$ cat src/triangle_interior_angles_defines.svh
// assertion macros for the triangle interior angles block
// used by triangle_interior_angles.sv; expects clk and arst_n in scope
`ifndef TRIANGLE_INTERIOR_ANGLES_DEFINES_SVH
`define TRIANGLE_INTERIOR_ANGLES_DEFINES_SVH
`ifndef SYNTHESIS
`define TIA_ASSERT_IMPLY(label, cond, prop) \
	label: assert property (@(posedge clk) disable iff (!arst_n) (cond) |-> (prop)) \
	else $error("%m: implication check failed");
`define TIA_ASSERT_NEXT(label, cond, prop) \
	label: assert property (@(posedge clk) disable iff (!arst_n) (cond) |=> (prop)) \
	else $error("%m: next-cycle check failed");
`else
`define TIA_ASSERT_IMPLY(label, cond, prop)
`define TIA_ASSERT_NEXT(label, cond, prop)
`endif
`endif

$ cat src/tia_pkg.sv
// shared types, constants and arctangent table for the triangle angles block
// no dependencies
package tia_pkg;
	localparam int COORD_BITS = 16;
	localparam int ANGLE_FRAC_BITS = 8;
	localparam int ANGLE_BITS = 16;
	localparam int DIFF_W = COORD_BITS + 1;
	localparam int MAG_IDX_W = $clog2(DIFF_W);
	localparam int NORM_EXP = 33;
	localparam int SHAMT_W = 6;
	localparam int VEC_W = NORM_EXP + 5;
	localparam int CORDIC_STEPS = 28;
	localparam int STEP_W = 5;
	localparam logic [31:0] HALF_TURN = 32'h8000_0000;
	localparam int ANGLE_MAX = ((180 << ANGLE_FRAC_BITS) > 65535) ? 65535 :
		(180 << ANGLE_FRAC_BITS);

	localparam logic [31:0] ATAN_TAB [CORDIC_STEPS] = '{
		32'd536870912, 32'd316933406, 32'd167458907, 32'd85004756, 32'd42667331,
		32'd21354465, 32'd10679838, 32'd5340245, 32'd2670163, 32'd1335087,
		32'd667544, 32'd333772, 32'd166886, 32'd83443, 32'd41722, 32'd20861,
		32'd10430, 32'd5215, 32'd2608, 32'd1304, 32'd652, 32'd326, 32'd163,
		32'd81, 32'd41, 32'd20, 32'd10, 32'd5
	};

	typedef struct packed {
		logic signed [COORD_BITS-1:0] first_x;
		logic signed [COORD_BITS-1:0] first_y;
		logic signed [COORD_BITS-1:0] second_x;
		logic signed [COORD_BITS-1:0] second_y;
		logic signed [COORD_BITS-1:0] third_x;
		logic signed [COORD_BITS-1:0] third_y;
	} tri_in_t;

	typedef struct packed {
		logic [ANGLE_BITS-1:0] angle_at_third;
		logic [ANGLE_BITS-1:0] angle_at_first;
		logic [ANGLE_BITS-1:0] angle_at_second;
		logic                  degenerate;
	} tri_out_t;

	typedef struct packed {
		logic signed [VEC_W-1:0] x;
		logic signed [VEC_W-1:0] y;
		logic [31:0]             z;
	} lane_t;

	// lane 0 edge first-second, lane 1 second-third, lane 2 third-first
	typedef struct packed {
		lane_t [2:0] lane;
		logic        degen;
	} cell_data_t;
endpackage

$ cat src/tia_cell.sv
// one cordic vectoring iteration for three lanes, with its own stage register
// depends on tia_pkg
module tia_cell (
	input  logic                       clk,
	input  logic                       arst_n,
	input  logic [tia_pkg::STEP_W-1:0] shift,
	input  logic [31:0]                atan,
	input  logic                       prev_valid,
	input  tia_pkg::cell_data_t        prev_data,
	input  logic                       next_ready,
	output logic                       ready,
	output logic                       valid,
	output tia_pkg::cell_data_t        data
);
	import tia_pkg::*;

	cell_data_t d_next;
	logic valid_q;
	cell_data_t data_q;

	// rotate toward the x axis, accumulate angle
	always_comb begin
		logic signed [VEC_W-1:0] xs, ys;
		d_next = prev_data;
		for (int l = 0; l < 3; l++) begin
			xs = prev_data.lane[l].x >>> shift;
			ys = prev_data.lane[l].y >>> shift;
			if (!prev_data.lane[l].y[VEC_W-1]) begin
				d_next.lane[l].x = prev_data.lane[l].x + ys;
				d_next.lane[l].y = prev_data.lane[l].y - xs;
				d_next.lane[l].z = prev_data.lane[l].z + atan;
			end else begin
				d_next.lane[l].x = prev_data.lane[l].x - ys;
				d_next.lane[l].y = prev_data.lane[l].y + xs;
				d_next.lane[l].z = prev_data.lane[l].z - atan;
			end
		end
	end

	assign ready = !valid_q || next_ready;

	always_ff @(posedge clk or negedge arst_n) begin
		if (!arst_n) begin
			valid_q <= 1'b0;
		end else if (ready) begin
			valid_q <= prev_valid;
		end
	end

	always_ff @(posedge clk) begin
		if (ready && prev_valid) begin
			data_q <= d_next;
		end
	end

	assign valid = valid_q;
	assign data = data_q;
endmodule

$ cat config.mk
export PLATFORM = sky130hd
export DESIGN_NAME = tia_cell
export DESIGN_NICKNAME = d
export VERILOG_FILES = /design/src/triangle_interior_angles_defines.svh /design/src/tia_pkg.sv /design/src/tia_cell.sv
export SDC_FILE = /design/constraint.sdc
export NUM_CORES = 2
export LEC_CHECK = 0
export ABC_AREA = 1
export BUFFER_PORTS_ARGS = -buffer_cell sky130_fd_sc_hd__buf_2
export CORE_MARGIN = 3
export CORE_UTILIZATION = 50
export CTS_BUF_LIST = sky130_fd_sc_hd__clkbuf_4 sky130_fd_sc_hd__clkbuf_8
export DETAILED_ROUTE_END_ITERATION = 16
export PLACE_DENSITY = 0.73
export SLEW_MARGIN = 5
export SYNTH_ARGS = -nofsm -noshare
export SYNTH_HDL_FRONTEND = slang
export SYNTH_SLANG_ARGS = --single-unit
$ cat constraint.sdc
create_clock -name clk -period 34.2 [get_ports clk]
set_input_delay 5.13 -clock clk [delete_from_list [all_inputs] [get_ports clk]]
set_output_delay 5.13 -clock clk [all_outputs]
set_load 0.05 [all_outputs]
# Word level (Yosys, flattened, before mapping)
# Cells that the tools add are included.
[totals] ff_bits=326 output_inout_bits=327 wordCells=41
[classes] addsub=18 shift=6 muxes=3 reduce_logical=3
[op_table] cell="$mux W108" count=3
[op_table] cell="$add A38 B38 Y38" count=6
[op_table] cell="$sshr A38 B5 Y38" count=6
[op_table] cell="$sub A38 B38 Y38" count=6
[op_table] cell="$add A32 B32 Y32" count=3
[op_table] cell="$sub A32 B32 Y32" count=3
[op_table] cell="$logic_and A1 B1 Y1" count=1
[op_table] cell="$logic_not A1 Y1" count=1
[op_table] cell="$logic_or A1 B1 Y1" count=1

# Depth between registers and ports, before layout
[logic_depth] ltp_word=3 mapped_depth=36

# Least setup slack after synthesis
# Ideal clock, no wire load.
[synth_timing] kind="in2reg" from="input port prev_valid" to="register data_q, in the netlist data[0], enable pin" setup_time_ps=1118 t_arrival_ps=20743 required_time_ps=33082 slack_ps=12339 stages=2 path_cell_list="inv_1 a21oi_1"
[synth_via] elab_chain_len=1
[synth_rtl] element="start: declaration" line="tia_cell.sv:8" rtl="input logic prev_valid,"
[synth_rtl] element="$logic_and A1 B1 Y1" line="tia_cell.sv:51" rtl="if (ready && prev_valid) begin"
[synth_rtl] element="end signal: assignment" line="tia_cell.sv:52" rtl="data_q <= d_next;"
[synth_rtl] element="end: declaration" line="tia_cell.sv:19" rtl="cell_data_t data_q;"
# No other way between the ends.
# A chain may end at the register's enable or synchronous reset.

==> qor.yml <==
numCtsBuffers: 60
slew_viol_final: 0
first_global_vias: 52750
hpwl_um: 172100
peakVddDrop_uv: 45.41
synth-adder-area-share: 0.08757
grt_first_pass_wirelength_um: 312100
synth_simple_gate_area_frac: 0.4264
post_drt_wl_per_cell_um: 21.14
clkSlewWorstSetupHoldPaths_ns: 0.06
ant_nets: 0
setup_ws_ns: 23.31
cts_hold_buf: 0
place.gp.congestion: 1.059
yosysWarnings: 0
placed_cells: 9782
wirelength_um: 209500
hp-class: "flop to flop"
ys_ff_latch: 326
synth_nets: 8786
die_y_um: 318.8
cpMaxStageDelayCell: "buf_4"
drive_gt1_frac: 0.1116
total_power_mw: 2.348
netlist_area_mm2: 0.04892
port_buffers: 692
instances_no_fill: 9911
slew_headroom: 0.2499
cts_sinks: 326
status: "finished, final reports clean"
drt-vias-per-instance: 5.902
layout_common_cells: "nand2_1, nand3_1, inv_1, buf_2, nor2_1"
crit_buf_inv: 6
cts_resized: 0
yosys_most_used_dff: "edfxtp_1"
cts-root-buf: "clkbuf_8"
seq_area_frac_synth: 0.2000
cp_common_cell: "nand2_1"
vias: 58490
row_count: 114
power.density_mw_per_mm2: 43.48
htreeDepth: 2
synth-xor-area-share: 0.08092
final_common_cell: "nand2_1"
detail_route.first_pass.iterations: 9
initial_core_util: 0.5051
syn-instance-count: 8083
cp_max_fo: 83
ys_types: 56
synth_compound_area_frac: 0.1183
synthArstFlopShare: 0.003067
place_area_mm2: 0.05280
worstPathRequired_ns: 34.71
clock_latency_ns: 0.77
finalHoldViolations: 0
cts_tree: "built"
syn_area_per_cell_um2: 6.052
min_period_ns: 10.89
leakagePower_nw: 27.29
antenna_found_initial: 20
skew_ns: 0.03969
synth_mux_area_frac: 0
cts_setup_buffers: 0
crit_family: "buffers and inverters"
area.growth.synth_to_final_pct: 10.39
critPathLaunchType: "input port"
grt_use_total: 0.3925
final_util: 0.5576
synth_edf_count: 325
worst_pin_slew_ns: 1.125
tns_ns: 0
r2r_slack_ns: 30.27
postLayoutCellArea_mm2: 0.05400
worst_ep_arrival_time_ns: 11.40
max_stage_delay_ns: 0.81
clockBufferDepth: 3
gr-total-overflow: 0
core_mm2: 0.09685
die_area_mm2: 0.1016
drtIter0Drc: 7633
synth_top_family_by_area: "simple AND/OR/NAND/NOR gates"
fmaxAchievable_mhz: 91.84
hold-worst-slack_ns: 0.6003
die_w_um: 318.8
dp_slack_ns: 22.77
drv_cap: 0
critPathCaptureType: "flop"
boundaryPins: 693
drcViolationCount: 0
grt_max_degree: 233
fin_crit_sh: 0.3184
rsz0062_at_grt: "no"
nets: 9271
path_class: "input port to flop"
finalSetupViolCount: 0
==> flip-flops by register name, summed over array words and instances, names as in the netlist <==
register  cells
valid         1
data        325
==> cell families (layout without fill, tap and decap cells) <==
logic type	count (synthesis)	in the layout
other	0	21
adders and majority gates	337	337
buffers and inverters	1033	1564
AOI/OAI and AO/OA	1023	1023
and+or+nand+nor	4912	4912
xor gates and xnor gates	452	452
DFF	326	326
==> cell type report <==
type,instances,area (um2)
clock buffers,78,960.9
repair buffers,723,3736
flip-flops and latches,326,9784
fillers,10130,42850
multi-input cells,6724,34900
diodes,21,52.55
well taps,1276,1597
clock inverters,30,188.9
inverters,733,2781
==> cell usage after synthesis, types with 30 or more instances <==
master,instances,share of area
clkbuf_1,74,0.0057
o21a_1,32,0.0049
a31oi_1,82,0.010
o21ai_1,63,0.0064
buf_2,127,0.013
nand3_1,1385,0.14
nor2_1,628,0.048
ha_1,328,0.084
inv_2,31,0.0024
a21oi_1,380,0.039
xnor2_1,129,0.023
o211ai_1,42,0.0064
nand4_1,60,0.0077
nand2_1,2655,0.20
nor3_1,51,0.0052
o21ai_0,310,0.032
buf_1,67,0.0051
xor2_1,323,0.058
edfxtp_1,325,0.20
nand2_2,30,0.0038
inv_1,697,0.053
==> power by group <==
group	internal [mW]	total (mW)	leakage [nW]	switching, mW
sequential	0.555	0.579	3.11	0.0235
combinational	0.386	1.39	23.6	1.01
clock	0.191	0.376	0.600	0.185
total	1.13	2.35	27.3	1.22
==> tightest hold or removal path, delay by kind of cell, from the launching register on <==
kind,cells,cell delay [ns]
DFF,1,0.41
and+or+nand+nor,2,0.15
==> per-layer routing <==
metal | vias up | GRT usage | wire length [um]
met3 | 524 | 0.09138 | 25270
li1 | 28000 | - | -
met4 | 10 | 0.1869 | 11020
met5 | - | 0 | 65
met2 | 3325 | 0.5801 | 86580
met1 | 26630 | 0.5395 | 86600
==> worst paths after layout <==
check                         start         to  cells after the start
setup / recovery           shift[1]  data[176]                     31
hold / removal                valid      valid                      2
setup reg to reg              valid  data[263]                      4
hold reg to reg               valid      valid                      2
max in group asynchronous    arst_n      valid                      1
min in group asynchronous    arst_n      valid                      1
No activity file was read; power rests on OpenSTA's default activity.
