==> config.mk <==
export PLATFORM = sky130hd
export DESIGN_NAME = tia_post
export DESIGN_NICKNAME = d
export VERILOG_FILES = /design/src/triangle_interior_angles_defines.svh /design/src/tia_pkg.sv /design/src/tia_post.sv
export SDC_FILE = /design/constraint.sdc
export NUM_CORES = 1
export LEC_CHECK = 0
export BUFFER_PORTS_ARGS = -buffer_cell sky130_fd_sc_hd__buf_2
export CORE_ASPECT_RATIO = 1.2
export CORE_MARGIN = 4
export CORE_UTILIZATION = 32
export DETAILED_ROUTE_END_ITERATION = 10
export HOLD_SLACK_MARGIN = 0.1
export PLACE_DENSITY_LB_ADDON = 0.3
export SYNTH_ARGS = -nofsm -noshare
export SYNTH_HDL_FRONTEND = slang
export SYNTH_SLANG_ARGS = --single-unit
export TNS_END_PERCENT = 100
==> constraint.sdc <==
create_clock -name clk -period 2.7 [get_ports clk]
set_input_delay 0.54 -clock clk [delete_from_list [all_inputs] [get_ports clk]]
set_output_delay 0.54 -clock clk [all_outputs]
set_load 0.01 [all_outputs]
==> src/triangle_interior_angles_defines.svh <==
// assertion macros for the triangle interior angles block
// used by triangle_interior_angles.sv; expects clk and arst_n in scope
`ifndef TRIANGLE_INTERIOR_ANGLES_DEFINES_SVH
`define TRIANGLE_INTERIOR_ANGLES_DEFINES_SVH
`ifndef SYNTHESIS
`define TIA_ASSERT_IMPLY(label, cond, prop) \
	label: assert property (@(posedge clk) disable iff (!arst_n) (cond) |-> (prop)) \
	else $error("%m: implication check failed");
`define TIA_ASSERT_NEXT(label, cond, prop) \
	label: assert property (@(posedge clk) disable iff (!arst_n) (cond) |=> (prop)) \
	else $error("%m: next-cycle check failed");
`else
`define TIA_ASSERT_IMPLY(label, cond, prop)
`define TIA_ASSERT_NEXT(label, cond, prop)
`endif
`endif

==> src/tia_pkg.sv <==
// shared types, constants and arctangent table for the triangle angles block
// no dependencies
package tia_pkg;
	localparam int COORD_BITS = 16;
	localparam int ANGLE_FRAC_BITS = 8;
	localparam int ANGLE_BITS = 16;
	localparam int DIFF_W = COORD_BITS + 1;
	localparam int MAG_IDX_W = $clog2(DIFF_W);
	localparam int NORM_EXP = 33;
	localparam int SHAMT_W = 6;
	localparam int VEC_W = NORM_EXP + 5;
	localparam int CORDIC_STEPS = 28;
	localparam int STEP_W = 5;
	localparam logic [31:0] HALF_TURN = 32'h8000_0000;
	localparam int ANGLE_MAX = ((180 << ANGLE_FRAC_BITS) > 65535) ? 65535 :
		(180 << ANGLE_FRAC_BITS);

	localparam logic [31:0] ATAN_TAB [CORDIC_STEPS] = '{
		32'd536870912, 32'd316933406, 32'd167458907, 32'd85004756, 32'd42667331,
		32'd21354465, 32'd10679838, 32'd5340245, 32'd2670163, 32'd1335087,
		32'd667544, 32'd333772, 32'd166886, 32'd83443, 32'd41722, 32'd20861,
		32'd10430, 32'd5215, 32'd2608, 32'd1304, 32'd652, 32'd326, 32'd163,
		32'd81, 32'd41, 32'd20, 32'd10, 32'd5
	};

	typedef struct packed {
		logic signed [COORD_BITS-1:0] first_x;
		logic signed [COORD_BITS-1:0] first_y;
		logic signed [COORD_BITS-1:0] second_x;
		logic signed [COORD_BITS-1:0] second_y;
		logic signed [COORD_BITS-1:0] third_x;
		logic signed [COORD_BITS-1:0] third_y;
	} tri_in_t;

	typedef struct packed {
		logic [ANGLE_BITS-1:0] angle_at_third;
		logic [ANGLE_BITS-1:0] angle_at_first;
		logic [ANGLE_BITS-1:0] angle_at_second;
		logic                  degenerate;
	} tri_out_t;

	typedef struct packed {
		logic signed [VEC_W-1:0] x;
		logic signed [VEC_W-1:0] y;
		logic [31:0]             z;
	} lane_t;

	// lane 0 edge first-second, lane 1 second-third, lane 2 third-first
	typedef struct packed {
		lane_t [2:0] lane;
		logic        degen;
	} cell_data_t;
endpackage

==> src/tia_post.sv <==
// direction differences to degrees, output register
// depends on tia_pkg
module tia_post (
	input  logic                clk,
	input  logic                arst_n,
	input  logic                prev_valid,
	input  tia_pkg::cell_data_t prev_data,
	input  logic                ang_stall,
	output logic                ready,
	output logic                ang_valid,
	output tia_pkg::tri_out_t   ang_data
);
	import tia_pkg::*;

	localparam int PROD_W = 32 + 8 + ANGLE_FRAC_BITS + 1;

	logic [31:0] e12, e23, e31;
	tri_out_t r_next;
	logic valid_q;
	tri_out_t data_q;

	// wrapped difference folded to half a turn, scaled and rounded
	function automatic logic [ANGLE_BITS-1:0] to_deg(input logic [31:0] d1,
			input logic [31:0] d2);
		logic [31:0] d;
		logic [39:0] prod;
		logic [PROD_W-1:0] r;
		d = d1 - d2;
		if (d > HALF_TURN) begin
			d = 32'(0 - d);
		end
		prod = 40'(d) * 8'd180;
		r = (PROD_W'(prod) << ANGLE_FRAC_BITS) + (PROD_W'(1) << 30);
		r = r >> 31;
		return (r > PROD_W'(16'hFFFF)) ? 16'hFFFF : r[ANGLE_BITS-1:0];
	endfunction

	assign e12 = prev_data.lane[0].z;
	assign e23 = prev_data.lane[1].z;
	assign e31 = prev_data.lane[2].z;

	always_comb begin
		r_next.degenerate = prev_data.degen;
		if (prev_data.degen) begin
			r_next.angle_at_third = '0;
			r_next.angle_at_first = '0;
			r_next.angle_at_second = '0;
		end else begin
			r_next.angle_at_third = to_deg(e31, e23 + HALF_TURN);
			r_next.angle_at_first = to_deg(e12, e31 + HALF_TURN);
			r_next.angle_at_second = to_deg(e12 + HALF_TURN, e23);
		end
	end

	assign ready = !valid_q || !ang_stall;

	// output register
	always_ff @(posedge clk or negedge arst_n) begin
		if (!arst_n) begin
			valid_q <= 1'b0;
		end else if (ready) begin
			valid_q <= prev_valid;
		end
	end

	always_ff @(posedge clk) begin
		if (ready && prev_valid) begin
			data_q <= r_next;
		end
	end

	assign ang_valid = valid_q;
	assign ang_data = data_q;
endmodule

; ---- Word-level counts from Yosys, hierarchy flattened
; Index checks and enable logic that the tools add are counted.
[totals]
reg_bits = 50
inputBits = 329
output_inout_bits = 51
elab_cells = 39
[classes]
add_sub_neg = 12
mul = 3
order_cmp = 6
muxes = 9
reduce_logical = 4
[ops]
columns = cell, n
row1 = $mux 32, 6
row2 = $add 48x31->49 const B, 3
row3 = $mul 32x6->38 const B, 3
row4 = $add 32x32->32 const B, 3
row5 = $gt 32x32->1 const B, 3
row6 = $sub 1x32->32 const A, 3
row7 = $sub 32x32->32, 3
row8 = $gt 18x16->1 const B, 3
row9 = $mux 16, 3
row10 = $logic_not 1->1, 2
row11 = $logic_and 1x1->1, 1
row12 = $logic_or 1x1->1, 1

; ---- Longest topological paths before layout
[depth]
word_depth = 9
depth_mapped = 44
mapped_depth_nobuf = 42

; ---- Least setup slack after synthesis
; No wires, ideal clock.
[synth_timing]
kind = input to register
start = input port prev_data[110] (netlist bit)
end = register data_q (netlist bit ang_data[37]), data pin
setup_time_ps = 270
arrival_time_ps = 9978
t_required_ps = 2430
setup_slack_ps = -7549
stages = 38
cell_sequence = inv_1 -> ha_1 -> ha_1 -> fa_1 -> a211oi_1 -> o21ai_0 -> a2111oi_2 -> o21bai_1 -> xor2_1 -> or4b_2 -> or2_2 -> nor4_1 -> nand2_1 -> nand2_1 -> clkbuf_1 -> nor2_1 -> xor2_1 -> ha_1 -> (+2 left out) -> a21o_1 -> ha_1 -> nand2_1 -> nand2_1 -> nor2_1 -> a221oi_1 -> nor2b_1 -> o41ai_1 -> o21ai_0 -> a21oi_1 -> a21oi_1 -> xnor2_1 -> nor4_1 -> nand4bb_1 -> nor4_2 -> mux2i_1 -> clkbuf_1 -> a21oi_1
[synth_via]
elab_chain_len = 9
[synth_lines]
columns = item, line
row1 = "start, declared", tia_post.sv:7  ; input tia_pkg::cell_data_t prev_data,
row2 = $add 32x32->32 *, tia_post.sv:49  ; r_next.angle_at_third = to_deg(e31, e23 + HALF_TURN);
row3 = $sub 32x32->32 *, tia_post.sv:28  ; d = d1 - d2;
row4 = $sub 1x32->32 / $gt 32x32->1 (equally long branches), "tia_post.sv:30, tia_post.sv:29"
row5 = $mux 32 *, tia_post.sv:29  ; if (d > HALF_TURN) begin
row6 = $mux 32 *, tia_post.sv:44  ; if (prev_data.degen) begin
row7 = $mul 32x6->38 *, tia_post.sv:32  ; prod = 40'(d) * 8'd180;
row8 = $add 48x31->49 *, tia_post.sv:33  ; r = (PROD_W'(prod) << ANGLE_FRAC_BITS) + (PROD_W'(1) << 30);
row9 = $gt 18x16->1, tia_post.sv:35  ; return (r > PROD_W'(16'hFFFF)) ? 16'hFFFF : r[ANGLE_BITS-1:0];
row10 = $mux 16 *, tia_post.sv:35
row11 = "end signal, assigned", tia_post.sv:68  ; data_q <= r_next;
row12 = "end, declared", tia_post.sv:20  ; tri_out_t data_q;
; Every way passes the cells marked *; elsewhere a longest branch is shown, timed or not. The select of a mux whose other input is x is not followed.
; A chain may end at the register's enable or synchronous reset.

; ---- Final worst setup path
[layout_timing]
start = input port prev_data[2] (netlist bit)
end = register data_q (netlist bit ang_data[31]), data pin
[layout_via]
elab_chain_len = 8
[layout_lines]
columns = item, line
row1 = $sub 32x32->32 *, tia_post.sv:28
row2 = $sub 1x32->32 / $gt 32x32->1 (equally long branches), "tia_post.sv:30, tia_post.sv:29"
row3 = $mux 32 *, tia_post.sv:29
row4 = $mux 32 *, tia_post.sv:44
row5 = $mul 32x6->38 *, tia_post.sv:32
row6 = $add 48x31->49 *, tia_post.sv:33
row7 = $gt 18x16->1, tia_post.sv:35
row8 = $mux 16 *, tia_post.sv:35
; Marks and branches as above.

==> flow_summary.json <==
{
  "status": "complete, but fails checks",
  "violations": "setup timing",
  "rsz0062_at_grt": "true",
  "worstSetupStartpointType": "primary input",
  "antenna_found_initial": 3,
  "boundaryPins": 380,
  "hold_viol": 0,
  "hold_ws_ns": 0.401,
  "synth_top_area_share_pct": 22.8,
  "fillers": 7490,
  "crit_start": "prev_data[2]",
  "cpPeakStageDelay_ns": 0.49,
  "ant_nets": 0,
  "setup_viol": 48,
  "syn_avg_cell_area_um2": 7.62,
  "wl_mm": 94.3,
  "period_share_pct": 336,
  "clock-sinks": 50,
  "synth_area_leaders": "ha_1 (23%), fa_1 (7.5%), xnor2_1 (6.7%)",
  "synthCells": 3370,
  "cp.arrival_ns": 9.18,
  "routedWlPerCell_um": 16.1,
  "min_path_type": "primary input to flop",
  "final.setup.tns_ns": -299.92,
  "r2r_setup_slack_ns": 1.41,
  "criticalPathCategory": "primary input to flop",
  "cts_buffer_depth": 2,
  "vias_per_cell": 5.11,
  "drc": 0,
  "maxCapViolations": 0,
  "hpwlAfterDp_mm": 79.1,
  "port_buffers": 151,
  "path_common_cell": "ha_1",
  "detail_route.iter0.violations": 1672,
  "dp_cells": 5705,
  "firstDrtPassIters": 6,
  "finalCriticalPeriod_ns": 9.07,
  "rows": 113,
  "fin_ws_ns": -6.37,
  "endpoint_kind": "flop",
  "slew_viol_final": 0,
  "async_flop_share_pct": 2.00,
  "synth_seq_cells": 50,
  "r2r_cells": 3,
  "r2r_start": "ang_valid",
  "nets": 5708,
  "grt_pass1_wl_mm": 151,
  "instances_no_fill": 5854,
  "critPathSlowestCell": "or4b_4",
  "grt_max_degree": 50,
  "die_area_um2": 84900,
  "die_w_um": 267,
  "syn_area_um2": 25700,
  "gr-usage-all-layers_pct": 21.5,
  "ys_seq_area_share_pct": 5.82,
  "synth_nets": 4263,
  "clk-insertion-delay-late_ns": 0.36,
  "area_growth_pct": 61.4,
  "ys_types": 111,
  "slew_headroom_pct": 39.9,
  "clockRootBuffer": "clkbuf_16",
  "gp_congestion": 0.915,
  "synth_edf_count": 49,
  "synth-main-ff-cell": "edfxtp_1",
  "tightest_slew_ns": 0.895,
  "htreeDepth": 2,
  "grt_pass1_vias": 30300,
  "clock_skew_ns": 0.0175,
  "worstHoldStart": "prev_valid",
  "ys_warn_count": 0,
  "whs_path_depth": 2,
  "fmax_mhz": 110,
  "synth_top_area_cell": "ha_1",
  "drive_gt1_share_pct": 42.6,
  "hold_path_end": "ang_valid",
  "cp.required_ns": 2.81,
  "dieHeight_um": 318,
  "regArea_um2": 1500,
  "critPathMaxFanout": 8,
  "path_clk_slew_ns": 0.10,
  "yosysMostFrequentCell": "ha_1",
  "path_delay_family": "compound AO/OA/AOI/OAI gates",
  "multiInputGateArea_um2": 25700,
  "overflow": 0,
  "start_util_pct": 32.3,
  "num_vias": 29900,
  "cts_tree": "done",
  "crit_buf_inv": 4,
  "cts_buffers": 5,
  "r2r-end": "ang_data[17]",
  "ys_top_cells_by_count": "ha_1 (468), inv_1 (365), a21oi_1 (299)",
  "core_area_um2": 79500
}
[per-layer routing]
| layer | up-vias | track usage [%] | share of wire (%) | routed length [µm] |
|---|---|---|---|---|
| met5 | - | 0 | 0 | 0 |
| met4 | 0 | 8.06 | 3.7 | 3440 |
| met3 | 125 | 1.85 | 3.8 | 3610 |
| met2 | 637 | 37.5 | 48 | 45600 |
| met1 | 14100 | 27.4 | 44 | 41600 |
| li1 | 15100 | - | - | - |
[repair_timing]
action,CTS,global route
setup endpoints to repair,48,48
resized for setup,239,197
pin swaps,148,153
buffers inserted,90,50
gates cloned,4,0
hold buffers,1,0
hold endpoints to repair,1,0
[placed cells by master, fill, tap and decap left out, drive strengths merged, types with 17 or more instances in the layout]
master | synthesis | routed
buf | 9 | 1527
ha | 468 | 468
inv | 365 | 365
a21oi | 299 | 299
nand2 | 238 | 238
xnor2 | 197 | 197
nor2 | 194 | 195
o21ai | 179 | 179
xor2 | 157 | 157
a21o | 129 | 129
nor3 | 97 | 97
fa | 96 | 96
nand3 | 68 | 68
nand4 | 66 | 66
edfxtp | 49 | 49
and3 | 41 | 41
and2 | 40 | 40
a211oi | 40 | 40
nand2b | 39 | 39
or3 | 38 | 38
o21bai | 35 | 35
nor4 | 33 | 33
nor2b | 31 | 31
a31oi | 27 | 27
o21a | 24 | 24
o211ai | 23 | 23
and4 | 22 | 22
or2 | 18 | 18
o31ai | 18 | 18
a2111oi | 17 | 17
[sequential cells by signal (all words and copies together) (netlist names)]
signal,cells
ang_data,49
ang_valid,1
[worst register-to-register path, cell delays in order (launching register included)]
cell     delay (ns)
dfrtp_1        0.38
nand2_1        0.10
and2_2         0.17
buf_12         0.28
[layout make-up]
cell class,count,area share (%)
Multi-Input combinational cell,2864,61.9
Timing Repair Buffer,1529,27.5
Sequential cell,50,3.61
Inverter,365,3.43
Tap cell,1035,3.12
Clock buffer,5,0.302
Clock inverter,3,0.118
Antenna cell,3,0.0181
[worst max path at each step]
stage	end	slack (ns)	cells past startpoint
6_report	ang_data[31]	-6.37	37
5_1_grt	ang_data[29]	-6.71	42
4_1_cts	ang_data[16]	-6.33	36
3_5_place_dp	ang_data[16]	-7.30	37
3_3_place_gp	ang_data[13]	-7.19	37
2_1_floorplan	ang_data[31]	-6.21	38
[per-stage QoR]
step                      setup slack, ns  instance area (µm²)  util [%]
after floorplan                     -6.21                26900         -
after global placement              -7.19                37800      47.5
after detailed placement            -7.30                37800      47.5
after CTS                           -6.33                40000      50.4
after global routing                -6.71                41500      52.2
final                               -6.37                41500      52.2
[logic make-up (layout without fill, tap and decap cells)]
group,after synthesis,count (layout),share of synthesized area [%]
compound gates,936,936,23.8
xor+xnor,354,354,12.1
fa+ha+maj,570,570,30.5
buf+inv,458,1902,7.21
flops,50,50,5.82
mux,13,14,0.570
other cells,0,3,0
simple gates,989,990,20.0
Power is left out: the tool's default activity adds up to more than one toggle a clock period on the data nets, which glitch-free logic cannot reach.
